<file path="config.mk">
export PLATFORM = sky130hd
export DESIGN_NAME = bitmap_slot_allocator
export DESIGN_NICKNAME = d
export VERILOG_FILES = /design/src/rtl/bsa_pkg.sv /design/src/rtl/bsa_bitmap_mem.sv /design/src/rtl/bitmap_slot_allocator.sv
export SDC_FILE = /design/constraint.sdc
export NUM_CORES = 1
export LEC_CHECK = 0
export BUFFER_PORTS_ARGS = -buffer_cell sky130_fd_sc_hd__buf_4
export CAP_MARGIN = 20
export CORE_ASPECT_RATIO = 1.4
export CORE_MARGIN = 3
export CORE_UTILIZATION = 30
export CTS_BUF_LIST = sky130_fd_sc_hd__clkbuf_4 sky130_fd_sc_hd__clkbuf_8
export DETAILED_ROUTE_END_ITERATION = 8
export GPL_TIMING_DRIVEN = 0
export SYNTH_ARGS = -nofsm -noshare
export SYNTH_HDL_FRONTEND = slang
export SYNTH_SLANG_ARGS = --single-unit
</file>
<file path="constraint.sdc">
create_clock -name clk -period 10.8 [get_ports clk]
set_clock_uncertainty 0.15 [all_clocks]
set_input_delay 0.54 -clock clk [delete_from_list [all_inputs] [get_ports clk]]
set_output_delay 0.54 -clock clk [all_outputs]
set_load 0.05 [all_outputs]
</file>
<file path="src/rtl/bsa_pkg.sv">
// Shared constants, types and the lowest-set-bit function for the bitmap slot allocator.
package bsa_pkg;

	localparam int BITMAP_WORDS     = 32;
	localparam int WORD_BITS        = 32;
	localparam int WORD_INDEX_SHIFT = 5;
	localparam int WIDX_W           = $clog2(BITMAP_WORDS);
	localparam int POS_W            = $clog2(WORD_BITS);
	localparam int SLOT_W           = 10;
	localparam int FUNC_W           = 2;
	localparam int LIMIT_W          = 6;

	localparam logic [FUNC_W-1:0] FUNC_SET   = 2'd0;
	localparam logic [FUNC_W-1:0] FUNC_CLEAR = 2'd1;
	localparam logic [FUNC_W-1:0] FUNC_FIND  = 2'd2;

	localparam logic [LIMIT_W-1:0] WORDS_IN_USE_RST = LIMIT_W'(32);
	localparam logic [LIMIT_W-1:0] BITMAP_WORDS_L   = LIMIT_W'(BITMAP_WORDS);

	// Access request from the control sequencer to the bitmap store
	typedef struct packed {
		logic [WIDX_W-1:0]    rd_addr;
		logic                 wr_en;
		logic [WIDX_W-1:0]    wr_addr;
		logic [WORD_BITS-1:0] wr_data;
	} mem_req_t;

	typedef struct packed {
		logic             any;
		logic [POS_W-1:0] pos;
	} lsb_t;

	// Lowest set bit by halving: five dependent steps on a 32-bit word
	function automatic lsb_t lowest_set(input logic [WORD_BITS-1:0] w);
		lsb_t                 r;
		logic [WORD_BITS-1:0] v;
		r.any = |w;
		r.pos = '0;
		v     = w;
		if (v[15:0] == 16'd0) begin
			r.pos[4] = 1'b1;
			v = v >> 16;
		end
		if (v[7:0] == 8'd0) begin
			r.pos[3] = 1'b1;
			v = v >> 8;
		end
		if (v[3:0] == 4'd0) begin
			r.pos[2] = 1'b1;
			v = v >> 4;
		end
		if (v[1:0] == 2'd0) begin
			r.pos[1] = 1'b1;
			v = v >> 2;
		end
		if (v[0] == 1'b0) begin
			r.pos[0] = 1'b1;
		end
		return r;
	endfunction

endpackage

</file>
<file path="src/rtl/bsa_bitmap_mem.sv">
// Bitmap word store: synchronous memory with per-word valid bits cleared at reset.
module bsa_bitmap_mem
	import bsa_pkg::*;
(
	input  logic                 clk,
	input  logic                 arst_n,
	input  mem_req_t             req,
	output logic [WORD_BITS-1:0] rd_data
);

	logic [WORD_BITS-1:0]    mem [BITMAP_WORDS];
	logic [BITMAP_WORDS-1:0] vld_q;
	logic [WORD_BITS-1:0]    rd_word_s1;
	logic                    rd_vld_s1;

	// Word array, one read and one write port
	always_ff @(posedge clk) begin
		if (req.wr_en) begin
			mem[req.wr_addr] <= req.wr_data;
		end
		rd_word_s1 <= mem[req.rd_addr];
	end

	// Valid bits: an unwritten word reads as zero
	always_ff @(posedge clk or negedge arst_n) begin
		if (!arst_n) begin
			vld_q     <= '0;
			rd_vld_s1 <= 1'b0;
		end else begin
			if (req.wr_en) begin
				vld_q[req.wr_addr] <= 1'b1;
			end
			rd_vld_s1 <= vld_q[req.rd_addr];
		end
	end

	assign rd_data = rd_vld_s1 ? rd_word_s1 : '0;

endmodule

</file>
<file path="src/rtl/bitmap_slot_allocator.sv">
// Bitmap slot allocator top level: command sequencer, configuration register, result register.
//
// Keeps a 1024-slot bitmap (32 words of 32 bits, all clear after reset) and runs one command
// at a time; busy is high while a command is in progress and start is taken only when busy is
// low. Set and clear read the word, then write it back. Find reads the words in turn from word 0,
// one word per cycle through the single memory read port, until the first nonzero one or the
// scan limit (words_in_use, capped at 32 words). A find with a zero scan length and the unused
// function code finish without a scan or write-back. Each command yields exactly one
// result, shown for one cycle with done high; the receiver cannot stall it, so results must be
// taken when offered. words_in_use may be written only while no command is in progress.
module bitmap_slot_allocator
	import bsa_pkg::*;
(
	input  logic                clk,
	input  logic                arst_n,
	input  logic                start,
	output logic                busy,
	input  logic [FUNC_W-1:0]   func,
	input  logic [SLOT_W-1:0]   id,
	input  logic                words_in_use_we,
	input  logic [LIMIT_W-1:0]  words_in_use,
	output logic                done,
	output logic                found,
	output logic [SLOT_W-1:0]   slot
);

	typedef enum logic [1:0] {
		ST_IDLE,
		ST_MODIFY,
		ST_SCAN
	} state_t;

	state_t               state_q;
	logic [FUNC_W-1:0]    func_q;
	logic [SLOT_W-1:0]    id_q;
	logic [WIDX_W-1:0]    cnt_q;
	logic [LIMIT_W-1:0]   lim_q;
	logic [LIMIT_W-1:0]   cfg_q;
	logic                 done_q;
	logic                 found_q;
	logic [SLOT_W-1:0]    slot_q;

	mem_req_t             req;
	logic [WORD_BITS-1:0] rd_data;
	logic                 accept;
	logic [WIDX_W-1:0]    id_widx;
	logic [WIDX_W-1:0]    q_widx;
	logic [WORD_BITS-1:0] bit_mask;
	logic [LIMIT_W-1:0]   lim_next;
	logic [LIMIT_W-1:0]   cnt_next;
	lsb_t                 lsb;

	assign accept   = start && !busy;
	assign id_widx  = id[WORD_INDEX_SHIFT +: WIDX_W];
	assign q_widx   = id_q[WORD_INDEX_SHIFT +: WIDX_W];
	assign bit_mask = WORD_BITS'(1) << id_q[POS_W-1:0];
	assign lim_next = (cfg_q > BITMAP_WORDS_L) ? BITMAP_WORDS_L : cfg_q;
	assign cnt_next = LIMIT_W'(cnt_q) + LIMIT_W'(1);
	assign lsb      = lowest_set(rd_data);

	// Memory requests: address for the next word read, write-back of the modified word
	always_comb begin
		req.rd_addr = '0;
		req.wr_en   = 1'b0;
		req.wr_addr = q_widx;
		req.wr_data = (func_q == FUNC_SET) ? (rd_data | bit_mask) : (rd_data & ~bit_mask);
		unique case (state_q)
			ST_IDLE: begin
				req.rd_addr = (func == FUNC_FIND) ? '0 : id_widx;
			end
			ST_MODIFY: begin
				req.wr_en = 1'b1;
			end
			ST_SCAN: begin
				req.rd_addr = cnt_next[WIDX_W-1:0];
			end
			default: begin
				req.rd_addr = '0;
			end
		endcase
	end

	bsa_bitmap_mem u_mem (
		.clk     (clk),
		.arst_n  (arst_n),
		.req     (req),
		.rd_data (rd_data)
	);

	// Configuration register
	always_ff @(posedge clk or negedge arst_n) begin
		if (!arst_n) begin
			cfg_q <= WORDS_IN_USE_RST;
		end else if (words_in_use_we) begin
			cfg_q <= words_in_use;
		end
	end

	// Command sequencer and result register
	always_ff @(posedge clk or negedge arst_n) begin
		if (!arst_n) begin
			state_q <= ST_IDLE;
			done_q  <= 1'b0;
			found_q <= 1'b0;
			slot_q  <= '0;
			func_q  <= FUNC_SET;
			id_q    <= '0;
			cnt_q   <= '0;
			lim_q   <= '0;
		end else begin
			done_q <= 1'b0;
			unique case (state_q)
				ST_IDLE: begin
					if (accept) begin
						func_q <= func;
						id_q   <= id;
						cnt_q  <= '0;
						lim_q  <= lim_next;
						priority if (func == FUNC_SET || func == FUNC_CLEAR) begin
							state_q <= ST_MODIFY;
						end else if (func == FUNC_FIND && lim_next != '0) begin
							state_q <= ST_SCAN;
						end else begin
							// empty scan or unused code: report nothing at once
							done_q  <= 1'b1;
							found_q <= 1'b0;
							slot_q  <= '0;
						end
					end
				end
				ST_MODIFY: begin
					state_q <= ST_IDLE;
					done_q  <= 1'b1;
					found_q <= 1'b0;
					slot_q  <= '0;
				end
				ST_SCAN: begin
					// word cnt_q arrives this cycle
					if (lsb.any) begin
						state_q <= ST_IDLE;
						done_q  <= 1'b1;
						found_q <= 1'b1;
						slot_q  <= SLOT_W'({cnt_q, lsb.pos});
					end else if (cnt_next == lim_q) begin
						state_q <= ST_IDLE;
						done_q  <= 1'b1;
						found_q <= 1'b0;
						slot_q  <= '0;
					end else begin
						cnt_q <= cnt_next[WIDX_W-1:0];
					end
				end
				default: begin
					state_q <= ST_IDLE;
				end
			endcase
		end
	end

	assign busy  = (state_q != ST_IDLE);
	assign done  = done_q;
	assign found = found_q;
	assign slot  = slot_q;

endmodule
</file>
==> metrics, run 1 <==
postcts setup bufs=0; DR vias=28325; Slew Viols, Final=0; CTS tree=built; number of synthesized flops with an enable pin=1024; CP Depth=11; Die Y-Extent=461 um; area grow syn2layout=18.4%; final worst setup slack=6.16 ns; Hold Path Class=flip-flop to flip-flop; gpl congestion=0.922; initial antenna violation count=2; critical path class=flip-flop to flip-flop; Layout Nets=3527; Worst Tran Pin Value=1.18 ns; core area=0.147 mm^2; hold buffer count at CTS=29; Initial Util=30.3%; Ports=35; Placement Setup Slack=6.35 ns; worst-skew pair later-pin latency=0.87 ns; Post-DP HPWL=96800 um; RR Startpoint=state_q[1]$_DFFE_PN0P_; GR Overflow Total=0; Worst R2R Path Depth=11; Critical Path Slowest Stage Cell=a31oi_1; clk sink count=1132; Avg Cell Area, Syn=13.9 um^2; dominant synthesized flop cell=edfxtp_1; YS warnings=0; maximum clock rate=216 MHz; capture point of the worst reg-to-reg path=u_mem.rd_word_s1[17]$_DFF_P_; reg2reg setup slack=6.16 ns; FF+latch count, synth=1132; Crit. End Element=flip-flop; max-cap violations=0; Synth async-reset ratio=6.71%; crit path DAT=5.17 ns; Final min period=4.64 ns; post-cts sizing count=0; Critical Path End=u_mem.rd_word_s1[17]$_DFF_P_; Via density=5.09; CP Launch Type=flip-flop; DIE AREA=0.153 mm^2; Lkg Pwr=17.3 nW; first-pass GRT wire length=195000 um; Tot GR Track Use=17.5%; most common cell after layout, fill and taps aside=edfxtp_1; Cells after Synth=3198; CP delay by family, top=buffers and inverters; DRC viols=0; Reg clk slew, reported paths=0.07 ns; Final Cycle Share=42.9%; post-synthesis cell type count=61; Port Buffers=33; Final TNS setup=0 ns; leading cell types in the layout, fill and taps excluded=edfxtp_1 (1024), nand2_1 (836), nand3_1 (289); share of layout cells above drive strength 1=15.9%; routed length per instance=24.5 um; Psw=5.27 mW; fillers=13970; DRT antenna net count=0; most frequent CP cell=buf_2; Bufs on Longest Clock Path=3; post-layout instance area=0.0526 mm^2; Sw Share=37.2%; Clk pwr share=23.9%; Max H-tree Level=4; worst-path maximum fanout=10; worst path buffer plus inverter count=4; pwr/cell area=270 mW/mm^2; Final Hold Fails=0; number of global-route vias before repair=28082; Post-Syn Nets=3225; Critical Path RT=11.33 ns; Setup crit start=state_q[1]$_DFFE_PN0P_; hold wc startpoint=u_mem.vld_q[24]$_DFFE_PN0P_; maximum VDD drop=0.000168 V; Post-Synthesis Cell Area=0.0444 mm^2; sequential cell area fraction in the yosys report=74.9%; post-layout power=14.2 mW; status=finished, final reports clean; CTS Buf Count=163; Comb pwr share=33.3%; worst path cell trace=inv_1 -> ha_1 -> buf_2 -> o21a_1 -> a22oi_1 -> nor2_1 -> buf_2 -> buf_1 -> nand3_1 -> a31oi_1 -> nor4_2; Total Wirelength=136000 um; row cnt=166; max_slew headroom=21.4%; Final setup viols=0; root buffer cell=clkbuf_8; largest net degree at the start of global routing=77; Cell Area, Placed=0.0490 mm^2; drt first pass iters=5; die width=331 um; internal power=8.91 mW; slowest cell delay on critical path=0.86 ns; sequential share of power=42.7%; RSZ-0062 raised after global routing=false; Starting DRT DRC Count=2503
[cell type report]
cell class                 count  area [um^2]  area share (%)
antenna                        2         5.00         0.00952
buffer                       208          911            1.73
clock buffer                 231         2850            5.42
clock inverter                65          390           0.742
inverter                       9         33.8          0.0642
multi-input combinational   1849        10700            20.4
sequential                  1132        33300            63.3
tap                         1932         2420            4.60
timing repair buffer         137         1940            3.70
[Yosys cell counts (5+ instances only)]
cell type	n	share of area [%]
nor4_1	26	0.37
nand3_1	289	3.3
mux2_2	18	0.46
ha_1	5	0.14
a22o_1	10	0.20
buf_6	6	0.15
or2_2	34	0.48
buf_2	57	0.64
nor2_1	48	0.41
a31oi_1	134	1.9
a21oi_1	16	0.18
o31ai_1	12	0.20
nand3b_1	10	0.17
clkbuf_1	123	1.0
mux2i_1	134	3.0
inv_1	8	0.068
buf_1	17	0.14
xnor2_1	5	0.099
nor4_2	17	0.48
nand2_1	836	7.1
o21ai_0	28	0.32
dfxtp_1	32	1.4
nor3_1	8	0.090
dfrtp_1	75	4.2
a32oi_1	132	2.6
nand2b_1	11	0.15
edfxtp_1	1024	69
and2_1	5	0.070
o211ai_1	17	0.29
[metal layers]
metal,GRT usage (%),wire length (um),share of wire (%)
met1,20.1,50100,37
met3,2.76,8420,6.2
met4,12.8,11000,8.1
met5,0,0,0
met2,29.7,67000,49
[worst min-delay path by stage]
stage                                   to  depth (start not counted)
5_1_grt                id_q[4]$_DFFE_PN0P_                          3
4_1_cts         u_mem.vld_q[1]$_DFFE_PN0P_                          2
3_3_place_gp   u_mem.vld_q[10]$_DFFE_PN0P_                          1
2_1_floorplan         cfg_q[0]$_DFFE_PN0P_                          0
6_report       u_mem.vld_q[24]$_DFFE_PN0P_                          1
3_5_place_dp    u_mem.vld_q[6]$_DFFE_PN0P_                          1
[metrics by stage]
step,std cells,util [%],hold WS [ns]
6_report,5565,35.9,0.317
5_1_grt,5564,35.9,0.286
4_1_cts,5560,35.8,0.219
3_5_place_dp,5235,33.4,0.301
3_3_place_gp,5163,32.1,0.301
2_1_floorplan,3198,-,0.0944
[power groups by stage]
stage,registers [mW],clock network [mW],logic (mW)
4_1_cts,6.05,3.45,4.72
3_5_place_dp,6.14,0,4.69
5_1_grt,6.08,3.64,5.00
6_report,6.06,3.40,4.73
3_3_place_gp,6.29,0,4.09
2_1_floorplan,6.14,0,2.30
[flip-flops by register name, summed over array words and instances, names as in the netlist]
register / flops
state_q: 2
u_mem.vld_q: 32
u_mem.mem: 1024
done: 1
u_mem.rd_word_s1: 32
cnt_q: 5
id_q: 10
cfg_q: 6
slot: 10
lim_q: 6
u_mem.rd_vld_s1: 1
found: 1
func_q: 2
[cells by family after synthesis]
group,Yosys count,synth area share [%]
buffers and inverters,217,2.13
AND/OR/NAND/NOR,1303,12.8
XOR/XNOR,8,0.175
multiplexers,152,3.48
flip-flops,1132,74.9
AO/OA/AOI/OAI,381,6.29
adder cells (fa/ha/maj),5,0.141
No activity file was read; power rests on OpenSTA's default activity.
==> run 2: changes to the inputs <==
==> constraint.sdc (replaced) <==
create_clock -name clk -period 4 [get_ports clk]
set_clock_uncertainty 0.15 [all_clocks]
set_input_delay 0.2 -clock clk [delete_from_list [all_inputs] [get_ports clk]]
set_output_delay 0.2 -clock clk [all_outputs]
set_load 0.05 [all_outputs]
==> run 2 against run 1 <==
Compared with the run above: combinational power rose to 2.7 times the previous value; worst setup slack got worse by 6.1 ns; sequential power rose to 2.7 times the previous value; total power rose to 2.7 times the previous value; non-clock buffer count rose by 18; fmax rose by 19%; first-iteration DRC count fell by 2.6%; clock power rose to 2.7 times the previous value; global-route usage rose by 0.061 points; die area did not move; sequential share of layout area fell by 0.44 points; register-to-register slack got worse by 6.1 ns; critical endpoint unchanged; largest cell class unchanged; highest routed layer unchanged.
==> metrics, run 2 (synthesized netlist as in run 1, its figures left out) <==
status=finished, final reports clean (unchanged); initial antenna violation count=2 (unchanged); Crit. End Element=flip-flop (unchanged); pwr/cell area=726 mW/mm^2 (was 270 mW/mm^2); largest net degree at the start of global routing=76 (was 77); most common cell after layout, fill and taps aside=edfxtp_1 (unchanged); FF/Latch Area=0.0333 mm^2 (unchanged); CTS tree=built (unchanged); Hold Path End=state_q[1]$_DFFE_PN0P_ (was u_mem.vld_q[24]$_DFFE_PN0P_); Post-DP HPWL=96800 um (unchanged); Tot GR Track Use=17.6% (was 17.5%); multi-input logic area=0.0109 mm^2 (was 0.0107 mm^2); maximum VDD drop=0.000455 V (was 0.000168 V); postcts setup bufs=0 (unchanged); slowest cell delay on critical path=0.48 ns (was 0.86 ns); Die Y-Extent=461 um (unchanged); critical path class=flip-flop to flip-flop (unchanged); worst-path maximum fanout=10 (unchanged); Starting DRT DRC Count=2439 (was 2503); core area=0.147 mm^2 (unchanged); Hold Path Stages=5 (was 1); routed length per instance=24.5 um (about the same); CP Launch Type=flip-flop (unchanged); root buffer cell=clkbuf_8 (unchanged); share of layout cells above drive strength 1=16.9% (was 15.9%); DRC viols=0 (unchanged); Hold Path Class=input pin to flip-flop (was flip-flop to flip-flop); Top reg by flops=u_mem.mem (unchanged); Slew Viols, Final=0 (unchanged); max-cap violations=0 (unchanged); WHS=0.165 ns (was 0.317 ns); hold wc startpoint=func[1] (was u_mem.vld_q[24]$_DFFE_PN0P_); capture point of the worst reg-to-reg path=u_mem.rd_word_s1[17]$_DFF_P_ (unchanged); GR Overflow Total=0 (unchanged); number of global-route vias before repair=28242 (was 28082); Final min period=3.90 ns (was 4.64 ns); gpl congestion=0.922 (unchanged); Final Cycle Share=97.5% (was 42.9%); clk sink count=1132 (unchanged); row cnt=166 (unchanged); Max H-tree Level=4 (unchanged); CTS Buf Count=163 (unchanged); first-pass GRT wire length=196000 um (was 195000 um); max_slew headroom=25.1% (was 21.4%); fillers=13929 (was 13970); die width=331 um (unchanged); Final Hold Fails=0 (unchanged); area grow syn2layout=19.2% (was 18.4%); RSZ-0062 raised after global routing=false (unchanged); Final setup viols=0 (unchanged); Via density=5.10 (was 5.09); Port Buffers=33 (unchanged); DIE AREA=0.153 mm^2 (unchanged); Critical Path Slowest Stage Cell=nor2_2 (was a31oi_1); crit path DAT=4.45 ns (was 5.17 ns); worst path cell trace=inv_1 -> ha_1 -> buf_2 -> o21a_1 -> a22oi_1 -> nor2_2 -> clkbuf_4 -> buf_1 -> nand3_1 -> a31oi_2 -> nor4_2 (was inv_1 -> ha_1 -> buf_2 -> o21a_1 -> a22oi_1 -> nor2_1 -> buf_2 -> buf_1 -> nand3_1 -> a31oi_1 -> nor4_2); DR vias=28502 (was 28325); post-layout power=38.5 mW (was 14.2 mW); Layout Nets=3545 (was 3527); Critical Path RT=4.55 ns (was 11.33 ns); Reg clk slew, reported paths=0.07 ns (about the same); biggest regs=u_mem.mem: 1024 flops, u_mem.rd_word_s1: 32 flops, u_mem.vld_q: 32 flops (unchanged); RR Startpoint=state_q[0]$_DFFE_PN0P_ (was state_q[1]$_DFFE_PN0P_); Worst Tran Pin Value=1.12 ns (was 1.18 ns); reg2reg setup slack=0.1 ns (was 6.16 ns); worst-skew pair later-pin latency=0.87 ns (about the same); Worst R2R Path Depth=11 (unchanged); maximum clock rate=256 MHz (was 216 MHz); drt first pass iters=6 (was 5); DRT antenna net count=0 (unchanged); leading cell types in the layout, fill and taps excluded=edfxtp_1 (1024), nand2_1 (836), nand3_1 (289) (unchanged); Total Wirelength=137000 um (was 136000 um); Initial Util=30.3% (unchanged); Lkg Pwr=17.4 nW (was 17.3 nW); number of flip-flops in the largest register=1024 (unchanged); Ports=35 (unchanged); Bufs on Longest Clock Path=3 (unchanged)
[run 2: how the worst max path moves through the flow]
stage / start / endpoint / cells past startpoint
4_1_cts: state_q[0]$_DFFE_PN0P_ / u_mem.rd_word_s1[26]$_DFF_P_ / 11
5_1_grt: state_q[0]$_DFFE_PN0P_ / u_mem.rd_word_s1[10]$_DFF_P_ / 11
3_3_place_gp: id_q[2]$_DFFE_PN0P_ / u_mem.mem[10][20]$_DFFE_PP_ / 3
2_1_floorplan: func_q[1]$_DFFE_PN0P_ / u_mem.mem[0][28]$_DFFE_PP_ / 4
6_report: state_q[0]$_DFFE_PN0P_ / u_mem.rd_word_s1[17]$_DFF_P_ / 11
3_5_place_dp: state_q[0]$_DFFE_PN0P_ / u_mem.rd_word_s1[19]$_DFF_P_ / 11
[run 2: area by class of cell]
cell class                      instances  share of cell area, %
Inverter                                9                 0.0638
Sequential cell                      1132                   62.9
Multi-Input combinational cell       1849                   20.6
Clock buffer                          231                   5.38
Buffer                                208                   1.77
Timing Repair Buffer                  155                   4.01
Antenna cell                            3                 0.0142
Tap cell                             1932                   4.57
Clock inverter                         65                  0.737
[run 2: critical path: cells and delay by family (launching register included)]
kind                     cells  cell delay, ns
buffers and inverters        4            1.22
AO/OA/AOI/OAI                3            0.96
AND/OR/NAND/NOR              3            0.79
flip-flops                   1            0.44
adder cells (fa/ha/maj)      1            0.14
[run 2: per-layer routing]
layer | wire [um] | track usage [%] | up-vias
li1 | - | - | 12676
met1 | 50500 | 20.1 | 14302
met2 | 66600 | 29.4 | 1193
met3 | 8180 | 2.85 | 331
met4 | 11800 | 13.5 | 0
met5 | 0 | 0 | -
[run 2: where the power goes]
| group | switching [mW] | internal, mW |
|---|---|---|
| sequential | 0.524 | 15.8 |
| combinational | 9.41 | 3.50 |
| clock | 4.40 | 4.79 |
| total | 14.3 | 24.1 |
[run 2: repair_timing]
item / CTS / global route
endpoints found under the setup margin: 33 / 22
resized for setup: 30 / 17
endpoints found under the hold margin: 109 / 0
hold buffers: 49 / 0
[run 2: metrics by stage]
| step | setup WS, ns | std cells | TNS [ns] | util (%) | instance area (um^2) |
|---|---|---|---|---|---|
| floorplan | 0.351 | 3198 | 0 | - | 44400 |
| global placement | -3.19 | 5163 | -2117.12 | 32.1 | 47100 |
| detailed placement | -0.451 | 5235 | -10.52 | 33.4 | 49000 |
| CTS | 0.0614 | 5580 | 0 | 36.1 | 52900 |
| global route | 0.00354 | 5582 | 0 | 36.1 | 52900 |
| finish | 0.0991 | 5584 | 0 | 36.1 | 53000 |
==> run 3: changes to the inputs <==
--- a/config.mk
+++ b/config.mk
@@ -9,10 +9,12 @@
 export CAP_MARGIN = 20
 export CORE_ASPECT_RATIO = 1.4
 export CORE_MARGIN = 3
-export CORE_UTILIZATION = 30
+export CORE_UTILIZATION = 55
 export CTS_BUF_LIST = sky130_fd_sc_hd__clkbuf_4 sky130_fd_sc_hd__clkbuf_8
 export DETAILED_ROUTE_END_ITERATION = 8
 export GPL_TIMING_DRIVEN = 0
+export PLACE_DENSITY = 0.73
+export RECOVER_POWER = 50
 export SYNTH_ARGS = -nofsm -noshare
 export SYNTH_HDL_FRONTEND = slang
 export SYNTH_SLANG_ARGS = --single-unit
==> run 3 against run 2 <==
Compared with the run above: the flow now finishes with violations (design-rule violations, max-capacitance violations, max-slew violations); total power decreased by 2.2%; die area decreased by 45%; worst setup slack got worse by 0.015 ns; sequential power about the same; global-route usage increased by 14 points; count of clock-buffer cells in the layout decreased by 6.
==> metrics, run 3 (synthesized netlist as in run 1, its figures left out) <==
final worst setup slack=0.0845 ns (was 0.0991 ns); RSZ-0062 raised after global routing=false (unchanged); area grow syn2layout=14.4% (was 19.2%); Hold Path End=id_q[0]$_DFFE_PN0P_ (was state_q[1]$_DFFE_PN0P_); pwr/cell area=740 mW/mm^2 (was 726 mW/mm^2); WHS=0.0694 ns (was 0.165 ns); drt first pass iters=9 (was 6); slowest cell delay on critical path=1.35 ns (was 0.48 ns); Post-DP HPWL=90400 um (was 96800 um); Ports=35 (unchanged); most frequent CP cell=clkbuf_1; max_slew headroom=-52.2% (was 25.1%); critical path class=flip-flop to flip-flop (unchanged); most common cell after layout, fill and taps aside=edfxtp_1 (unchanged); number of flip-flops in the largest register=1024 (unchanged); capture point of the worst reg-to-reg path=u_mem.mem[9][18]$_DFFE_PP_ (was u_mem.rd_word_s1[17]$_DFF_P_); Critical Path Slowest Stage Cell=o21ai_0 (was nor2_2); number of global-route vias before repair=29253 (was 28242); Die Y-Extent=342 um (was 461 um); final core occ=63.9% (was 36.1%); Placement Setup Slack=-0.183 ns (was -0.451 ns); row cnt=122 (was 166); biggest regs=u_mem.mem: 1024 flops, u_mem.rd_word_s1: 32 flops, u_mem.vld_q: 32 flops (unchanged); Final min period=3.92 ns (was 3.90 ns); Worst R2R Path Depth=5 (was 11); root buffer cell=clkbuf_8 (unchanged); die width=246 um (was 331 um); CTS tree=built (unchanged); RR Startpoint=func_q[1]$_DFFE_PN0P_ (was state_q[0]$_DFFE_PN0P_); worst path cell trace=or2_2 -> clkbuf_1 -> clkbuf_1 -> o21ai_0 -> dlymetal6s2s_1 (was inv_1 -> ha_1 -> buf_2 -> o21a_1 -> a22oi_1 -> nor2_2 -> clkbuf_4 -> buf_1 -> nand3_1 -> a31oi_2 -> nor4_2); DIE AREA=0.0843 mm^2 (was 0.153 mm^2); maximum VDD drop=0.000474 V (was 0.000455 V); first-pass GRT wire length=190000 um (was 196000 um); Final setup viols=0 (unchanged); Slew Viols, Final=312 (was 0); maximum clock rate=255 MHz (was 256 MHz); DRT antenna net count=0 (unchanged); crit path DAT=4.26 ns (was 4.45 ns); Layout Nets=3531 (was 3545); worst path buffer plus inverter count=3 (was 4); Psw=13.9 mW (was 14.3 mW); GR Overflow Total=0 (unchanged); Cell Area, Placed=0.0479 mm^2 (was 0.0490 mm^2); Max H-tree Level=4 (unchanged); Reg clk slew, reported paths=0.06 ns (was 0.07 ns); worst-skew pair later-pin latency=0.83 ns (was 0.87 ns); leading cell types in the layout, fill and taps excluded=edfxtp_1 (1024), nand2_1 (836), nand3_1 (289) (unchanged); Hold Path Class=input pin to flip-flop (unchanged); Bufs on Longest Clock Path=3 (unchanged); Crit. End Element=flip-flop (unchanged); reg2reg setup slack=0.08 ns (was 0.1 ns); Final Hold Fails=0 (unchanged); Lkg Pwr=17.1 nW (was 17.4 nW); Hold Path Stages=3 (was 5); largest net degree at the start of global routing=66 (was 76); Sw Share=37.0% (was 37.3%); share of layout cells above drive strength 1=14.2% (was 16.9%); post-layout power=37.6 mW (was 38.5 mW); Port Buffers=33 (unchanged); CP Launch Type=flip-flop (unchanged); post-layout instance area=0.0508 mm^2 (was 0.0530 mm^2); Tot GR Track Use=31.3% (was 17.6%); DR vias=29597 (was 28502); routed length per instance=27.9 um (was 24.5 um); Starting DRT DRC Count=3528 (was 2439); Final Cycle Share=97.9% (was 97.5%); sequential share of power=43.8% (was 42.6%); CP delay by family, top=buffers and inverters (unchanged); CTS Buf Count=156 (was 163); Clk pwr share=23.8% (was 23.9%); gpl congestion=0.961 (was 0.922); worst-path maximum fanout=20 (was 10); internal power=23.7 mW (was 24.1 mW); status=finished with violations (was finished, final reports clean); initial antenna violation count=3 (was 2); Top reg by flops=u_mem.mem (unchanged); Via density=6.32 (was 5.10); Total Wirelength=131000 um (was 137000 um); Worst Tran Pin Value=2.26 ns (was 1.12 ns); Critical Path RT=4.35 ns (was 4.55 ns); DRC viols=2 (was 0); hold wc startpoint=id[0] (was func[1]); core area=0.0795 mm^2 (was 0.147 mm^2); max-cap violations=17 (was 0); Comb pwr share=32.5% (was 33.6%); clk sink count=1132 (unchanged); failing checks=design-rule violations, max-capacitance violations, max-slew violations; Initial Util=55.9% (was 30.3%)
## run 3: what timing repair did
action / in CTS / in global routing
gates resized for setup: 6 / 14
hold buffers: 40 / 0
setup buffers: 0 / 0
setup endpoints to repair: 12 / 33
hold endpoints to repair: 110 / 0
## run 3: final cells by class
class	count	area, um^2
antenna	2	5.00
buffer	208	933
clock buffer	225	2770
clock inverter	56	365
fill	5626	28700
inverter	9	33.8
multi-input combinational	1849	10400
sequential	1132	33300
tap	1054	1320
timing repair buffer	148	1680
## run 3: worst max path at each step
stage / startpoint / end / depth (start not counted)
after CTS: cnt_q[0]$_DFFE_PN0P_ / u_mem.rd_word_s1[19]$_DFF_P_ / 9
after global routing: cnt_q[0]$_DFFE_PN0P_ / u_mem.rd_word_s1[27]$_DFF_P_ / 9
final: func_q[1]$_DFFE_PN0P_ / u_mem.mem[9][18]$_DFFE_PP_ / 5
after floorplan: func_q[1]$_DFFE_PN0P_ / u_mem.mem[0][28]$_DFFE_PP_ / 4
after global placement: id_q[0]$_DFFE_PN0P_ / u_mem.mem[11][12]$_DFFE_PP_ / 3
after detailed placement: cnt_q[0]$_DFFE_PN0P_ / u_mem.rd_word_s1[30]$_DFF_P_ / 9
## run 3: stage by stage
stage	TNS, ns	cells
final	0	4683
after global routing	0	4682
after CTS	0	4681
after detailed placement	-0.958	4360
after global placement	-1574.14	4285
after floorplan	0	3198
## run 3: layer usage
layer / global-route usage (%) / vias up / part of all wire, %
met5: 0 / - / 0
met4: 22.8 / 0 / 8.4
met3: 5.41 / 394 / 8.5
met2: 50.1 / 1802 / 48
met1: 38.4 / 14774 / 35
li1: - / 12627 / -
## run 3: power by group through the flow
stage	logic, mW	clock network (mW)	registers (mW)
2_1_floorplan	6.20	0	16.6
3_3_place_gp	10.7	0	17.0
3_5_place_dp	12.4	0	16.6
4_1_cts	12.5	9.00	16.4
5_1_grt	12.8	9.50	16.5
6_report	12.2	8.94	16.5
## run 3: worst min-delay path: stages
cell and delay, ns:
dlygate4sd3_1 0.54, buf_4 0.13, mux2_2 0.15
